`src/rtl/cls_pkg.sv`:
```
// Shared types and constants of the cursor list store.
package cls_pkg;

  localparam int unsigned DEPTH_DEF      = 64;
  localparam int unsigned DATA_WIDTH_DEF = 32;
  // cells folded into one register of the read tree
  localparam int unsigned RD_GROUP       = 8;

  typedef enum logic [3:0] {
    REQ_APPEND = 4'd0,
    REQ_INSERT = 4'd1,
    REQ_DELETE = 4'd2,
    REQ_READ   = 4'd3,
    REQ_WRITE  = 4'd4,
    REQ_GOTO   = 4'd5,
    REQ_FIRST  = 4'd6,
    REQ_NEXT   = 4'd7,
    REQ_PREV   = 4'd8,
    REQ_LAST   = 4'd9
  } req_e;

  // broadcast to all cells, only set for a beat that succeeds
  typedef struct packed {
    logic app;   // store at the end
    logic ins;   // store at cursor, shift up
    logic del;   // shift down onto cursor
    logic wr;    // overwrite at cursor
    logic rd;    // read at cursor
  } cls_op_t;

endpackage

```
`src/rtl/cls_ctrl.sv`:
```
// Request decoder with the count and cursor registers.
module cls_ctrl import cls_pkg::*; #(
  parameter int unsigned DEPTH = DEPTH_DEF,
  parameter int unsigned CW    = 6,
  parameter int unsigned NW    = 7
) (
  input  logic          clk_i,
  input  logic          rst_ni,
  input  logic          acc_i,
  input  logic [3:0]    req_type_i,
  input  logic [CW-1:0] target_pos_i,
  output cls_op_t       op_o,
  output logic          ok_o,
  output logic [CW-1:0] cursor_o,
  output logic [NW-1:0] count_o,
  output logic [CW-1:0] cursor_nxt_o,
  output logic [NW-1:0] count_nxt_o
);

  logic [CW-1:0] cursor_q, cursor_d;
  logic [NW-1:0] count_q, count_d;
  logic [NW-1:0] cur_n, cnt_m1;
  logic          cur_in, full, ok;
  cls_op_t       op;

  assign cur_n  = NW'(cursor_q);
  assign cnt_m1 = count_q - NW'(1);
  assign cur_in = (cur_n < count_q);
  assign full   = (count_q == NW'(DEPTH));

  always_comb begin
    ok       = 1'b0;
    op       = '0;
    cursor_d = cursor_q;
    count_d  = count_q;
    unique case (req_e'(req_type_i))
      REQ_APPEND: begin
        ok      = !full;
        op.app  = 1'b1;
        count_d = count_q + NW'(1);
      end
      REQ_INSERT: begin
        ok      = !full && (cur_n <= count_q);
        op.ins  = 1'b1;
        count_d = count_q + NW'(1);
      end
      REQ_DELETE: begin
        ok      = cur_in;
        count_d = cnt_m1;
        if (cur_n == cnt_m1) begin
          // last entry goes: step back unless at the head
          if (cnt_m1 != '0) begin
            cursor_d = cursor_q - CW'(1);
          end
        end else begin
          op.del = 1'b1;
        end
      end
      REQ_READ: begin
        ok    = cur_in;
        op.rd = 1'b1;
      end
      REQ_WRITE: begin
        ok    = cur_in;
        op.wr = 1'b1;
      end
      REQ_GOTO: begin
        ok       = (NW'(target_pos_i) < count_q);
        cursor_d = target_pos_i;
      end
      REQ_FIRST: begin
        ok       = (count_q != '0);
        cursor_d = '0;
      end
      REQ_NEXT: begin
        ok       = ((cur_n + NW'(1)) < count_q);
        cursor_d = cursor_q + CW'(1);
      end
      REQ_PREV: begin
        ok       = (cursor_q != '0);
        cursor_d = cursor_q - CW'(1);
      end
      REQ_LAST: begin
        ok       = (count_q != '0);
        cursor_d = CW'(cnt_m1);
      end
      default: begin
        ok = 1'b0;
      end
    endcase
    // a rejected request changes nothing
    if (!ok) begin
      op       = '0;
      cursor_d = cursor_q;
      count_d  = count_q;
    end
  end

  always_ff @(posedge clk_i or negedge rst_ni) begin
    if (!rst_ni) begin
      cursor_q <= '0;
      count_q  <= '0;
    end else if (acc_i) begin
      cursor_q <= cursor_d;
      count_q  <= count_d;
    end
  end

  assign op_o         = acc_i ? op : '0;
  assign ok_o         = ok;
  assign cursor_o     = cursor_q;
  assign count_o      = count_q;
  assign cursor_nxt_o = cursor_d;
  assign count_nxt_o  = count_d;

endmodule

```
`config.mk`:
```
export PLATFORM = sky130hd
export DESIGN_NAME = cls_ctrl
export DESIGN_NICKNAME = d
export VERILOG_FILES = /design/src/rtl/cls_pkg.sv /design/src/rtl/cls_ctrl.sv
export SDC_FILE = /design/constraint.sdc
export NUM_CORES = 1
export LEC_CHECK = 0
export BUFFER_PORTS_ARGS = -buffer_cell sky130_fd_sc_hd__buf_4
export CAP_MARGIN = 0
export CORE_ASPECT_RATIO = 0.6
export CORE_MARGIN = 2
export CORE_UTILIZATION = 56
export DETAILED_ROUTE_END_ITERATION = 10
export PLACE_DENSITY = 0.84
export SLEW_MARGIN = 15
export SYNTH_ARGS = -nofsm -noshare
export SYNTH_HDL_FRONTEND = slang
export SYNTH_SLANG_ARGS = --single-unit
```
`constraint.sdc`:
```
create_clock -name clk_i -period 4.4 [get_ports clk_i]
set_clock_uncertainty 0.1 [all_clocks]
set_input_delay 0.88 -clock clk_i [delete_from_list [all_inputs] [get_ports clk_i]]
set_output_delay 0.88 -clock clk_i [all_outputs]
set_load 0.02 [all_outputs]
```
## Word level (Yosys, flattened, before mapping)

Index checks and enable logic that the tools add are counted.

- Bits in registers: 13
- Output and inout bits: 32
- Word-level logic and storage cells: 46

- Add/sub/neg operators: 5
- Order comparisons: 4
- Eq/ne operators: 11
- Muxes and demuxes: 15
- Reduce and logical (&&, ||, !) cells: 9

Operators with widths:

| kind | number |
|---|---|
| $pmux W6 S6 | 1 |
| $mux W6 | 3 |
| $eq A4 B3 Y1 const B | 4 |
| $lt A6 B7 Y1 | 2 |
| $pmux W7 S2 | 1 |
| $reduce_bool A7 Y1 | 2 |
| $mux W5 | 2 |
| $eq A4 B2 Y1 const B | 2 |
| $eq A4 B4 Y1 const B | 2 |
| $add A6 B1 Y7 const B | 1 |
| $add A7 B1 Y7 const B | 1 |
| $eq A6 B7 Y1 | 1 |
| $eq A7 B7 Y1 const B | 1 |
| $le A6 B7 Y1 | 1 |
| $lt A7 B7 Y1 | 1 |
| $mux W7 | 1 |
| $pmux W1 S7 | 1 |
| $sub A7 B1 Y7 const B | 1 |
| $add A6 B1 Y6 const B | 1 |
| $mux W1 | 6 |
| $reduce_bool A6 Y1 | 1 |
| $sub A6 B1 Y6 const B | 1 |
| $eq A4 B1 Y1 const B | 1 |
| $logic_not A4 Y1 | 1 |
| other kinds (4) | 5 |

## Depth between registers and ports, before layout

- Depth after elaboration: 6
- Mapped depth: 12
- Gate-level depth less buffers: 10

## Worst setup path after synthesis

No wires, ideal clock.

- Kind: reg2out
- Start: reg count_q[2] (netlist: count_o[2])
- End: out count_nxt_o[1]
- Arrival: 3.137 ns
- Required time: 3.420 ns
- Slack: 0.283 ns
- Cell stages (with the launch flop): 12
- Path buffers: 2
- Cells stage by stage: dfrtp_1 > buf_1 > inv_1 > ha_1 > a21oi_1 > a21oi_1 > or4_1 > and4_1 > nand2_1 > buf_2 > a21oi_1 > nor3b_1

- Word-level cells in the longest chain between the ends: 5
- Elaborated cells on any way between the ends: 10
- Those cells by class: order compare: 4; eq/ne: 1; mux: 2; reduce/logical: 3

Ends and longest elaborated chain:

| item | line | text |
|---|---|---|
| start, declared | cls_ctrl.sv:21 | `logic [NW-1:0] count_q, count_d;` |
| start signal, assigned | cls_ctrl.sv:105 | `count_q <= count_d;` |
| parallel branches: the longest is 3 deep, another holds $le A6 B7 Y1 | - |  |
| $pmux W1 S7 * | cls_ctrl.sv:36 | `unique case (req_e'(req_type_i))` |
| net ok_o | cls_ctrl.sv:13 | `output logic ok_o,` |
| $mux W7 * | cls_ctrl.sv:92 | `if (!ok) begin` |
| end, declared | cls_ctrl.sv:17 | `output logic [NW-1:0] count_nxt_o` |

Mark *: on every way through the listed nets, which the timed path passes.

## Worst setup path after layout

- Start: reg cursor_q[0] (netlist: cursor_o[0])
- End: out count_nxt_o[2]

- Word-level cells in the longest chain between the ends: 4
- Elaborated cells on any way between the ends: 8
- Those cells by class: add/sub: 1; order compare: 3; mux: 2; reduce/logical: 2

Ends and longest elaborated chain:

| item | line | text |
|---|---|---|
| start, declared | cls_ctrl.sv:20 | `logic [CW-1:0] cursor_q, cursor_d;` |
| start signal, assigned | cls_ctrl.sv:104 | `cursor_q <= cursor_d;` |
| $add A6 B1 Y7 or $le A6 B7 Y1 (tied branches) | cls_ctrl.sv:76, cls_ctrl.sv:43 |  |
| $lt A7 B7 Y1 or $logic_and A1 B1 Y1 (tied branches) | cls_ctrl.sv:76, cls_ctrl.sv:43 |  |
| $pmux W1 S7 * | cls_ctrl.sv:36 |  |
| $mux W7 * | cls_ctrl.sv:92 |  |

Every way passes the cells marked *; elsewhere a longest branch is shown, timed or not.

==> reports/results.ini <==
[placed_design]
dpl-instance-area_mm2 = 0.002610
place_hpwl_mm = 6.154
gp_congestion = 0.9853
dp_cells = 368
port_buffers = 44

[floorplan]
initial_utilization = 0.5913
dieArea_mm2 = 0.004440
die-width_um = 84.70
die_y_um = 52.42
coreArea_mm2 = 0.003701
fp-row-count = 17
ios = 45

[setup_path]
required_ns = 3.42
cp_common_cell = ha_1
endpoint_kind = primary output
reg2reg_setup_slack_ns = 1.16
path_max_fanout = 11
path_cells = inv_1 -> ha_1 -> ha_1 -> a21oi_1 -> o221ai_1 -> and4_1 -> nand2_2 -> nand2_1 -> a22o_1 -> buf_4
rr_startpoint = cursor_o[0]
critical_path_class = reg2out
rr_worst_depth = 9
crit_slowest_cell = dfrtp_1
crit_path_max_incr_delay_ns = 0.47
crit_path_start_kind = register
r2r_end = count_o[1]
crit_arrival_ns = 3.26

[clock_network]
cts_buffers = 3
cts_setup_buffers = 0
clkSinkCount = 13
cts.clk_slew.worst_paths_ns = 0.07
cts_root_buf = clkbuf_8
clockBufferDepth = 2
cts_tree = done
clk_latency_ns = 0.25
cts_max_level = 1

[global_route]
grt_usage = 0.3519
grt_pass1_vias = 2268
grt_antenna_before_repair = 0
grt_pass1_wl_mm = 11.88
grt-ovfl-total = 0
grt_start_max_net_pins = 23

[synth]
synth-edff-count = 0
synth_ff_type = dfrtp_1
synth_cell_types = 60
avgSynthCellArea_um2 = 7.872
synthCells = 278
synth_area_mm2 = 0.002188
synth_fp_nets = 315
synthArstFlopShare = 1.000
yosysSeqAreaShare = 0.1487
ys_ff_latch = 13
yosys_warnings = 0

[timing]
fin_crit_sh = 0.9632
maxSlewHeadroom = 0.6329
setup_viol = 0
worst_pin_slew_ns = 0.5465
drv_slew = 0
rsz0062_at_grt = false
layout_min_cycle_time_ns = 4.238
setup_tns_ns = 0
max_freq_ghz = 0.2360
hold_viol = 0

[routing]
drt_first_pass_iters = 6
drt_iter0_drc = 240
wl_per_cell_um = 20.88
drc_errors = 0
vias = 2546
via_per_inst = 6.844
ant_nets = 0
routed_wl_mm = 7.768

[power_and_ir_drop]
vdd_drop_max_mv = 0.5484
power_density_mw_per_mm2 = 770.0
p_leak_nw = 1.152

[finish]
layout_common_cells = buf_4, ha_1, nor2_1, xnor2_1, inv_1
fin_cells = 372
post-route-util = 0.7194
antenna_cells = 0
fin_area_mm2 = 0.002663
synthToLayoutAreaGrowth_pct = 21.67
fillers = 305
drive_above_1_share = 0.2400
final_common_cell = buf_4
nets = 363

[status]
status = completed

[min_path]
hold_class = in2async

[job]
max_cap_violations = 0

[power by group]
group / internal [mW] / switching (mW)
Clock: 0.0629 / 0.0537
Combinational: 0.666 / 0.979
Sequential: 0.178 / 0.110
[kinds of logic (layout without fill, tap and decap cells)]
| group | after synthesis | in the layout | share of synthesized area |
|---|---|---|---|
| AO/OA/AOI/OAI | 92 | 92 | 0.3213 |
| XOR/XNOR | 19 | 19 | 0.07604 |
| adder cells (fa/ha/maj) | 24 | 24 | 0.1372 |
| buffers and inverters | 31 | 78 | 0.06060 |
| flip-flops | 13 | 13 | 0.1487 |
| multiplexers | 3 | 3 | 0.01372 |
| AND/OR/NAND/NOR | 96 | 96 | 0.2424 |
[cell type report]
class | instances | area [µm²] | share of cell area
tap | 47 | 58.81 | 0.02209
sequential | 13 | 327.8 | 0.1231
clock inverter | 1 | 5.005 | 0.001880
inverter | 16 | 60.06 | 0.02256
multi-input combinational | 234 | 1734 | 0.6513
clock buffer | 3 | 41.29 | 0.01551
timing repair buffer | 58 | 435.4 | 0.1635
[how the worst max path moves through the flow]
stage	slack [ns]	cells after the start	endpoint	start
2_1_floorplan	0.28	11	count_nxt_o[1]	count_o[2]
3_3_place_gp	0.45	9	count_nxt_o[1]	req_type_i[1]
3_5_place_dp	0.30	9	count_nxt_o[1]	req_type_i[1]
4_1_cts	0.13	11	count_nxt_o[2]	cursor_o[1]
5_1_grt	0.02	11	count_nxt_o[1]	cursor_o[0]
6_report	0.16	10	count_nxt_o[2]	cursor_o[0]
[cell usage after synthesis (2+ instances only)]
library cell,n,area share
xor2_1,2,0.0080
a21bo_2,3,0.014
a21oi_2,2,0.0080
clkbuf_1,4,0.0069
a21oi_1,12,0.027
or2_2,2,0.0057
buf_1,3,0.0051
inv_1,16,0.027
o21a_1,2,0.0069
o2bb2ai_1,6,0.024
a22o_1,5,0.020
o21ai_0,9,0.021
ha_1,24,0.14
nor4_1,2,0.0057
o31ai_1,6,0.021
nand4_1,3,0.0086
nor2_1,18,0.031
nand4b_1,2,0.0080
a2111oi_0,2,0.0080
mux2i_1,3,0.014
and3_1,6,0.017
nand2_1,15,0.026
a41o_1,2,0.0091
nand3_1,11,0.025
a31oi_1,3,0.0086
o221ai_1,5,0.020
a221oi_1,3,0.012
nand2b_1,7,0.020
a221o_1,2,0.0091
dfrtp_1,13,0.15
o22a_1,2,0.0080
o22ai_1,7,0.020
a22oi_1,2,0.0069
nor2b_1,6,0.017
o32ai_1,2,0.0080
a32o_1,3,0.014
a21o_1,4,0.014
xnor2_1,17,0.068
nor3_1,12,0.027
a211oi_1,4,0.014
buf_2,7,0.016
[worst max-delay path, delay by kind of cell (launching register included)]
kind	cells	cell delay (ns)
AO/OA/AOI/OAI	3	0.75
AND/OR/NAND/NOR	3	0.70
buffers and inverters	2	0.33
flip-flops	1	0.47
adder cells (fa/ha/maj)	2	0.74
[state kept, by name (all words and copies together), names as in the netlist]
signal and flops:
cursor_o 6, count_o 7
[metal layers]
metal | part of all wire | vias up | GRT usage
met1 | 0.45 | 1155 | 0.5293
met5 | 0 | - | 0
met3 | 0.15 | 20 | 0.09134
li1 | - | 1166 | -
met4 | 0.019 | 0 | 0.09259
met2 | 0.38 | 205 | 0.4908
[stage by stage]
stage | hold WS (ns) | worst slack (ns) | power [mW]
6_report | 0.3662 | 0.1621 | 2.050
5_1_grt | 0.3720 | 0.02156 | 2.171
4_1_cts | 0.3710 | 0.1259 | 1.991
3_5_place_dp | 0.3994 | 0.3030 | 1.871
3_3_place_gp | 0.3903 | 0.4544 | 1.842
2_1_floorplan | 0.4844 | 0.2829 | 1.313
[timing repair]
item / 4_1_cts / 5_1_grt
hold buffers: 0 / 0
resized for setup: 0 / 4
setup endpoints to repair: 0 / 7
(Power assumes the default switching activity.)
