--- src/rtl/cls_pkg.sv ---
// Shared types and constants of the cursor list store.
package cls_pkg;

  localparam int unsigned DEPTH_DEF      = 64;
  localparam int unsigned DATA_WIDTH_DEF = 32;
  // cells folded into one register of the read tree
  localparam int unsigned RD_GROUP       = 8;

  typedef enum logic [3:0] {
    REQ_APPEND = 4'd0,
    REQ_INSERT = 4'd1,
    REQ_DELETE = 4'd2,
    REQ_READ   = 4'd3,
    REQ_WRITE  = 4'd4,
    REQ_GOTO   = 4'd5,
    REQ_FIRST  = 4'd6,
    REQ_NEXT   = 4'd7,
    REQ_PREV   = 4'd8,
    REQ_LAST   = 4'd9
  } req_e;

  // broadcast to all cells, only set for a beat that succeeds
  typedef struct packed {
    logic app;   // store at the end
    logic ins;   // store at cursor, shift up
    logic del;   // shift down onto cursor
    logic wr;    // overwrite at cursor
    logic rd;    // read at cursor
  } cls_op_t;

endpackage

--- src/rtl/cls_cell.sv ---
// One list cell: holds one entry and trades it with its neighbors.
module cls_cell import cls_pkg::*; #(
  parameter int unsigned DW  = DATA_WIDTH_DEF,
  parameter int unsigned CW  = 6,
  parameter int unsigned NW  = 7,
  parameter int unsigned IDX = 0
) (
  input  logic          clk_i,
  input  cls_op_t       op_i,
  input  logic [CW-1:0] cursor_i,
  input  logic [NW-1:0] count_i,
  input  logic [DW-1:0] wdata_i,
  input  logic [DW-1:0] left_i,
  input  logic [DW-1:0] right_i,
  output logic [DW-1:0] data_o,
  output logic [DW-1:0] sel_data_o
);

  localparam logic [NW-1:0] IDX_N = NW'(IDX);
  localparam logic [NW-1:0] NXT_N = NW'(IDX + 1);

  logic [DW-1:0] data_q, data_d;
  logic [NW-1:0] cur_n;
  logic          at_cur, above_cur;

  assign cur_n     = NW'(cursor_i);
  assign at_cur    = (IDX_N == cur_n);
  assign above_cur = (IDX_N > cur_n);

  always_comb begin
    data_d = data_q;
    if ((op_i.app && (IDX_N == count_i)) || ((op_i.ins || op_i.wr) && at_cur)) begin
      data_d = wdata_i;
    end else if (op_i.ins && above_cur && (IDX_N <= count_i)) begin
      data_d = left_i;
    end else if (op_i.del && !(IDX_N < cur_n) && (NXT_N < count_i)) begin
      data_d = right_i;
    end
  end

  always_ff @(posedge clk_i) begin
    data_q <= data_d;
  end

  assign data_o     = data_q;
  assign sel_data_o = at_cur ? data_q : '0;

endmodule

--- config.mk ---
export PLATFORM = sky130hd
export DESIGN_NAME = cls_cell
export DESIGN_NICKNAME = d
export VERILOG_FILES = /design/src/rtl/cls_pkg.sv /design/src/rtl/cls_cell.sv
export SDC_FILE = /design/constraint.sdc
export NUM_CORES = 1
export LEC_CHECK = 0
export ABC_AREA = 1
export BUFFER_PORTS_ARGS = -buffer_cell sky130_fd_sc_hd__buf_2
export CAP_MARGIN = 40
export CORE_UTILIZATION = 35
export CTS_BUF_LIST = sky130_fd_sc_hd__clkbuf_4
export CTS_CLUSTER_SIZE = 25
export DETAILED_ROUTE_END_ITERATION = 8
export GPL_TIMING_DRIVEN = 0
export PLACE_DENSITY = 0.85
export SETUP_SLACK_MARGIN = 0.3
export SYNTH_ARGS = -nofsm -noshare
export SYNTH_HDL_FRONTEND = slang
export SYNTH_SLANG_ARGS = --single-unit
--- constraint.sdc ---
create_clock -name clk_i -period 3.2 [get_ports clk_i]
set_input_delay 0.96 -clock clk_i [delete_from_list [all_inputs] [get_ports clk_i]]
set_output_delay 0.96 -clock clk_i [all_outputs]
set_load 0.02 [all_outputs]
; Word level (Yosys, flattened, before mapping)
; Cells that the tools add are included.
[totals]
reg_bits = 32
inputBits = 115
output_inout_bits = 64
elab_cells = 21
[op_classes]
order_cmp = 4
mux = 4
reduce_logical = 12
[op_table]
columns = op, n
row1 = $mux 32, 4
row2 = $logic_not 7->1, 2
row3 = $le 1x7->1 const A, 1
row4 = $lt 1x7->1 const A, 1
row5 = $gt 1x6->1 const A, 1
row6 = $logic_and 1x1->1, 6
row7 = $lt 1x6->1 const A, 1
row8 = $reduce_bool 3->1, 1
row9 = $logic_or 1x1->1, 2
row10 = $logic_not 1->1, 1

; Depth between registers and ports, before layout
; Gate-level depths: netlist (run 1).
[logic_depth]
word_depth = 7
ltp_mapped = 7
ltp_nobuf = 6

; Least setup slack after synthesis (run 1)
; OpenSTA, ideal clock, no wires.
[synth_path]
path_type = input -> output
startpoint = in cursor_i[3]
endpoint = out sel_data_o[10]
t_arrival_ps = 1790
required_time_ps = 2240
path_slack_ps = 450
path_stages = 4
path_buffers = 1
cell_sequence = nor2_1 -> nand3_1 -> clkbuf_1 -> nor2_1
[synth_via]
elab_chain_len = 2
[synth_rtl]
columns = item, line
row1 = start: declaration, cls_cell.sv:10  ; input logic [CW-1:0] cursor_i,
row2 = $logic_not 7->1, cls_cell.sv:27  ; assign at_cur = (IDX_N == cur_n);
row3 = $mux 32, cls_cell.sv:46  ; assign sel_data_o = at_cur ? data_q : '0;
row4 = end: declaration, cls_cell.sv:16  ; output logic [DW-1:0] sel_data_o
; No other way between the ends.

; Worst setup path in the final report (run 1)
[layout_path]
startpoint = in cursor_i[5]
endpoint = out sel_data_o[16]
; The elaborated chain is that of the path after synthesis.

==> results.json, run 1 <==
{
  "viasPerCell": 4.44,
  "num_antenna_cells": 0,
  "die_h_um": 73.5,
  "ant_nets": 0,
  "grt_pass1_wl_mm": 7.45,
  "grt_use_total_pct": 18.5,
  "worstPathArrival_ps": 1840,
  "first_global_vias": 1781,
  "largest_reg_flops": 32,
  "top_layer_used": "met4",
  "worstHoldPathType": "in -> reg",
  "p_sw_share_pct": 23.5,
  "critPathMaxStageDelay_ps": 190,
  "drt-total-wl_mm": 4.96,
  "yosysSeqAreaShare_pct": 53.8,
  "htreeDepth": 2,
  "crit_type": "in -> out",
  "grt_max_degree": 18,
  "hold_viol": 0,
  "post-route-min-period_ps": 2800,
  "final_common_cell": "buf_2",
  "path_clk_slew_ps": 100,
  "worst_slack_ps": 397,
  "syn_area_mm2": 0.00179,
  "start_kind": "input port",
  "syn_area_per_cell_um2": 8.01,
  "drv_cap": 0,
  "first_pass_iters": 4,
  "ys_types": 13,
  "comb_power_share_pct": 14.5,
  "cp_common_cell": "buf_2",
  "power.density_mw_per_mm2": 298,
  "place_ws_ps": 60.5,
  "p_leak_uw": 0.00158,
  "status": "finished, final reports clean",
  "period_share_pct": 87.6,
  "die_w_um": 73.5,
  "path_cells": "buf_2 > nor2_2 > nand3_4 > clkbuf_8 > nor2_1 > buf_2",
  "setup_viol": 0,
  "core.rowCount": 25,
  "core_mm2": 0.00482,
  "wl_met3_um": 386,
  "wl_met2_mm": 2.70,
  "yosysWarnings": 0,
  "antenna_found_initial": 0,
  "dp_hpwl_mm": 4.02,
  "drv_slew": 0,
  "port_buffers": 145,
  "setup_tns_ps": 0,
  "critPathSlowestCell": "clkbuf_8",
  "ctsHoldBuffers": 0,
  "synthCells": 223,
  "route.detailed.drc": 0,
  "required_ps": 2240,
  "final_cell_mix": "buf_2 (151), nand2_1 (66), inv_1 (35)",
  "relSlewSlack_pct": 51.5,
  "p_switching_uw": 191,
  "cts_sinks": 32,
  "tightest_slew_ps": 726,
  "ys_seq_elements": 32,
  "cts_buffer_depth": 2,
  "drt-initial-drc-count": 75,
  "seq_power_share_pct": 58.4,
  "numCtsBuffers": 5,
  "io_pins": 179,
  "fin_nets": 492,
  "cts_tree": "yes",
  "drive_gt1_share_pct": 46.9,
  "wl_per_cell_um": 11.2,
  "die_area_mm2": 0.00539,
  "synth_nets": 338,
  "wl_met1_mm": 1.83,
  "endpoint_kind": "output port",
  "grt_overflow": 0,
  "place.gp.congestion": 0.743,
  "initial_utilization_pct": 37.1,
  "p_clk_share_pct": 27.1,
  "vias": 1972,
  "clockRootBuffer": "clkbuf_4",
  "fmax_mhz": 357,
  "syn2layout_area_growth_pct": 52.7,
  "rsz0062_at_grt": "false",
  "p_int_uw": 621,
  "crit_path_max_fanout": 10,
  "ir_drop_uv": 162
}
==> cell usage after synthesis <==
cell type | count | area [um2]
nand2_1 | 66 | 248
nor2_1 | 36 | 135
inv_1 | 35 | 131
nand3_1 | 34 | 170
edfxtp_1 | 32 | 961
buf_2 | 6 | 30.0
buf_6 | 3 | 33.8
clkbuf_1 | 3 | 11.3
nor2_2 | 3 | 18.8
nand4_2 | 2 | 25.0
inv_2 | 1 | 3.75
nand2_4 | 1 | 11.3
nand3b_1 | 1 | 7.51
==> layout make-up <==
cell class | count | area [um2]
buffer | 12 | 105
clock buffer | 6 | 45.0
clock inverter | 1 | 5.00
fill | 457 | 2090
inverter | 36 | 135
multi-input combinational | 143 | 646
sequential | 32 | 961
tap | 67 | 83.8
timing repair buffer | 147 | 748
==> through the flow <==
step	area [um2]	hold WS (ps)	total power (uW)	util [%]	cells
2_1_floorplan	1790	1140	533	-	223
3_3_place_gp	2600	1220	594	53.9	435
3_5_place_dp	2610	1230	599	54.2	436
4_1_cts	2710	879	817	56.3	444
5_1_grt	2730	879	851	56.6	444
6_report	2730	890	812	56.6	444
==> critical path: cells and delay by family <==
family / cells / cell delay, ps
simple gates: 3 / 410
buf+inv: 3 / 460
==> logic make-up (layout without fill, tap and decap cells) <==
| logic type | after synthesis | in the layout | synth area share (%) |
|---|---|---|---|
| buffers and inverters | 48 | 202 | 11.8 |
| flip-flops | 32 | 32 | 53.8 |
| AND/OR/NAND/NOR | 143 | 143 | 34.5 |
==> layer usage <==
layer / GRT usage, % / up-vias
met1: 19.7 / 871
met2: 35.4 / 95
met4: 5.56 / 0
met3: 4.94 / 5
met5: 0 / -
li1: - / 1001
==> final timing paths <==
path	endpoint	slack, ps	startpoint	depth (start not counted)
min	data_o[3]$_DFFE_PP_	890	wdata_i[3]	3
max	sel_data_o[16]	400	cursor_i[5]	6
==> repair_timing <==
item	in CTS	in global routing
pin swaps	1	0
hold endpoints to repair	0	0
gates resized for setup	13	3
setup buffers	1	0
setup endpoints to repair	30	31
==> power groups by stage <==
stage               Combinational (uW)  Sequential [uW]  Clock [uW]
floorplan                         39.3              494           0
global placement                   110              484           0
detailed placement                 115              484           0
global route                       131              475         244
finish                             118              474         220
CTS                                117              475         226
No activity file was read; power rests on OpenSTA's default activity.
==> run 2: changes to the inputs <==
--- a/config.mk
+++ b/config.mk
@@ -8,8 +8,10 @@
 export ABC_AREA = 1
 export BUFFER_PORTS_ARGS = -buffer_cell sky130_fd_sc_hd__buf_2
 export CAP_MARGIN = 40
+export CORE_MARGIN = 2
 export CORE_UTILIZATION = 35
 export CTS_BUF_LIST = sky130_fd_sc_hd__clkbuf_4
+export CTS_CLUSTER_DIAMETER = 60
 export CTS_CLUSTER_SIZE = 25
 export DETAILED_ROUTE_END_ITERATION = 8
 export GPL_TIMING_DRIVEN = 0
==> run 2 against run 1 <==
Compared with the run above:
- first-iteration DRC count is 9.3% lower
- die area up 5.5%
- critical endpoint is now sel_data_o[5]
- non-clock buffer count unchanged
- critical path type unchanged
- largest power group unchanged
- design area about the same
- maximum frequency increased by 0.88%
- largest cell class unchanged
- worst hold slack improved by 8.2 ps
- setup slack gained 24 ps
==> results.json, run 2 (synthesis results as in run 1) <==
{
  "comb_power_share_pct": 14.5,
  "grt_use_total_pct": 16.9,
  "power.density_mw_per_mm2": 297,
  "setup_tns_ps": 0,
  "wl_per_cell_um": 10.9,
  "grt_overflow": 0,
  "cts_sinks": 32,
  "crit_type": "in -> out",
  "core_mm2": 0.00501,
  "fmax_mhz": 360,
  "min_to": "data_o[18]$_DFFE_PP_",
  "final_common_cell": "buf_2",
  "endpoint_kind": "output port",
  "place.gp.congestion": 0.700,
  "power_uw": 812,
  "p_switching_uw": 191,
  "syn2layout_area_growth_pct": 52.9,
  "worstHoldPathType": "in -> reg",
  "cts_tree": "yes",
  "hold_start": "wdata_i[18]",
  "drive_gt1_share_pct": 46.9,
  "largest_reg_flops": 32,
  "io_pins": 179,
  "drt-total-wl_mm": 4.86,
  "initial_utilization_pct": 35.7,
  "die_area_mm2": 0.00569,
  "dpl-instance-area_mm2": 0.00263,
  "dp_hpwl_mm": 3.85,
  "ir_drop_uv": 161,
  "tightest_slew_ps": 776,
  "post-route-min-period_ps": 2780,
  "first_pass_iters": 4,
  "viasPerCell": 4.30,
  "required_ps": 2240,
  "antenna_found_initial": 0,
  "p_leak_uw": 0.00157,
  "clockRootBuffer": "clkbuf_4",
  "grt_pass1_wl_mm": 7.13,
  "worstPathArrival_ps": 1820,
  "core.rowCount": 26,
  "htreeDepth": 2,
  "p_int_uw": 621,
  "first_global_vias": 1697,
  "fin_nets": 492,
  "route.detailed.drc": 0,
  "relSlewSlack_pct": 48.1,
  "num_antenna_cells": 0,
  "crit_path_max_fanout": 10,
  "drv_slew": 0,
  "postLayoutCellArea_mm2": 0.00273,
  "drv_cap": 0,
  "cts_buffer_depth": 2,
  "period_share_pct": 86.8,
  "vias": 1922,
  "drt-initial-drc-count": 68,
  "p_clk_share_pct": 27.1,
  "final_cell_mix": "buf_2 (151), nand2_1 (66), inv_1 (35)",
  "ant_nets": 0,
  "die_w_um": 75.5,
  "p_sw_share_pct": 23.5,
  "seq_power_share_pct": 58.4,
  "start_kind": "input port",
  "port_buffers": 145,
  "ctsHoldBuffers": 0,
  "hold_viol": 0,
  "setup_viol": 0,
  "hold_depth": 3,
  "numCtsBuffers": 5,
  "status": "finished, final reports clean",
  "path_clk_slew_ps": 100,
  "fin_util_pct": 54.5,
  "grt_max_degree": 19,
  "die_h_um": 75.5,
  "rsz0062_at_grt": "false"
}
run 2: cell type report:
cell class	count	area (um2)
Fill cell	466	2280
Clock inverter	1	5.00
Clock buffer	6	45.0
Timing Repair Buffer	147	761
Tap cell	70	87.6
Sequential cell	32	961
Buffer	12	86.3
Inverter	36	135
Multi-Input combinational cell	143	651
run 2: routing by layer:
| layer | share of wire, % | global-route usage (%) | up-vias |
|---|---|---|---|
| met3 | 9.1 | 4.37 | 8 |
| met4 | 1.6 | 5.85 | 0 |
| met5 | 0 | 0 | - |
| li1 | - | - | 1003 |
| met1 | 38 | 18.6 | 822 |
| met2 | 51 | 31.2 | 89 |
run 2: critical path: stages:
cell,delay (ps)
buf_2,110
nor2_4,140
nand3_4,120
clkbuf_4,200
nor2_1,110
buf_2,170
run 2: power by group through the flow:
| stage | clock network [uW] | registers, uW | logic (uW) |
|---|---|---|---|
| finish | 220 | 474 | 118 |
| global route | 248 | 475 | 133 |
| CTS | 227 | 474 | 116 |
| detailed placement | 0 | 484 | 114 |
| global placement | 0 | 484 | 110 |
| floorplan | 0 | 494 | 39.3 |
run 2: metrics by stage:
stage,setup slack [ps],instances,hold WS (ps)
final,422,447,898
after floorplan,450,223,1140
after global routing,327,447,883
after detailed placement,79.4,439,1230
after CTS,327,447,881
after global placement,26.6,438,1220
run 2: how the worst max path moves through the flow:
stage	end	slack (ps)	startpoint	depth (start not counted)
floorplan	sel_data_o[10]	450	cursor_i[3]	4
global placement	data_o[14]$_DFFE_PP_	30	cursor_i[1]	7
detailed placement	sel_data_o[5]	80	cursor_i[3]	6
CTS	sel_data_o[5]	330	cursor_i[5]	6
global route	sel_data_o[12]	330	cursor_i[1]	6
finish	sel_data_o[5]	420	cursor_i[1]	6
run 2: repair_timing:
action / 4_1_cts / 5_1_grt
pin swaps: 1 / 0
buffers inserted: 1 / 0
setup endpoints to repair: 30 / 27
endpoints found under the hold margin: 0 / 0
gates resized for setup: 10 / 4
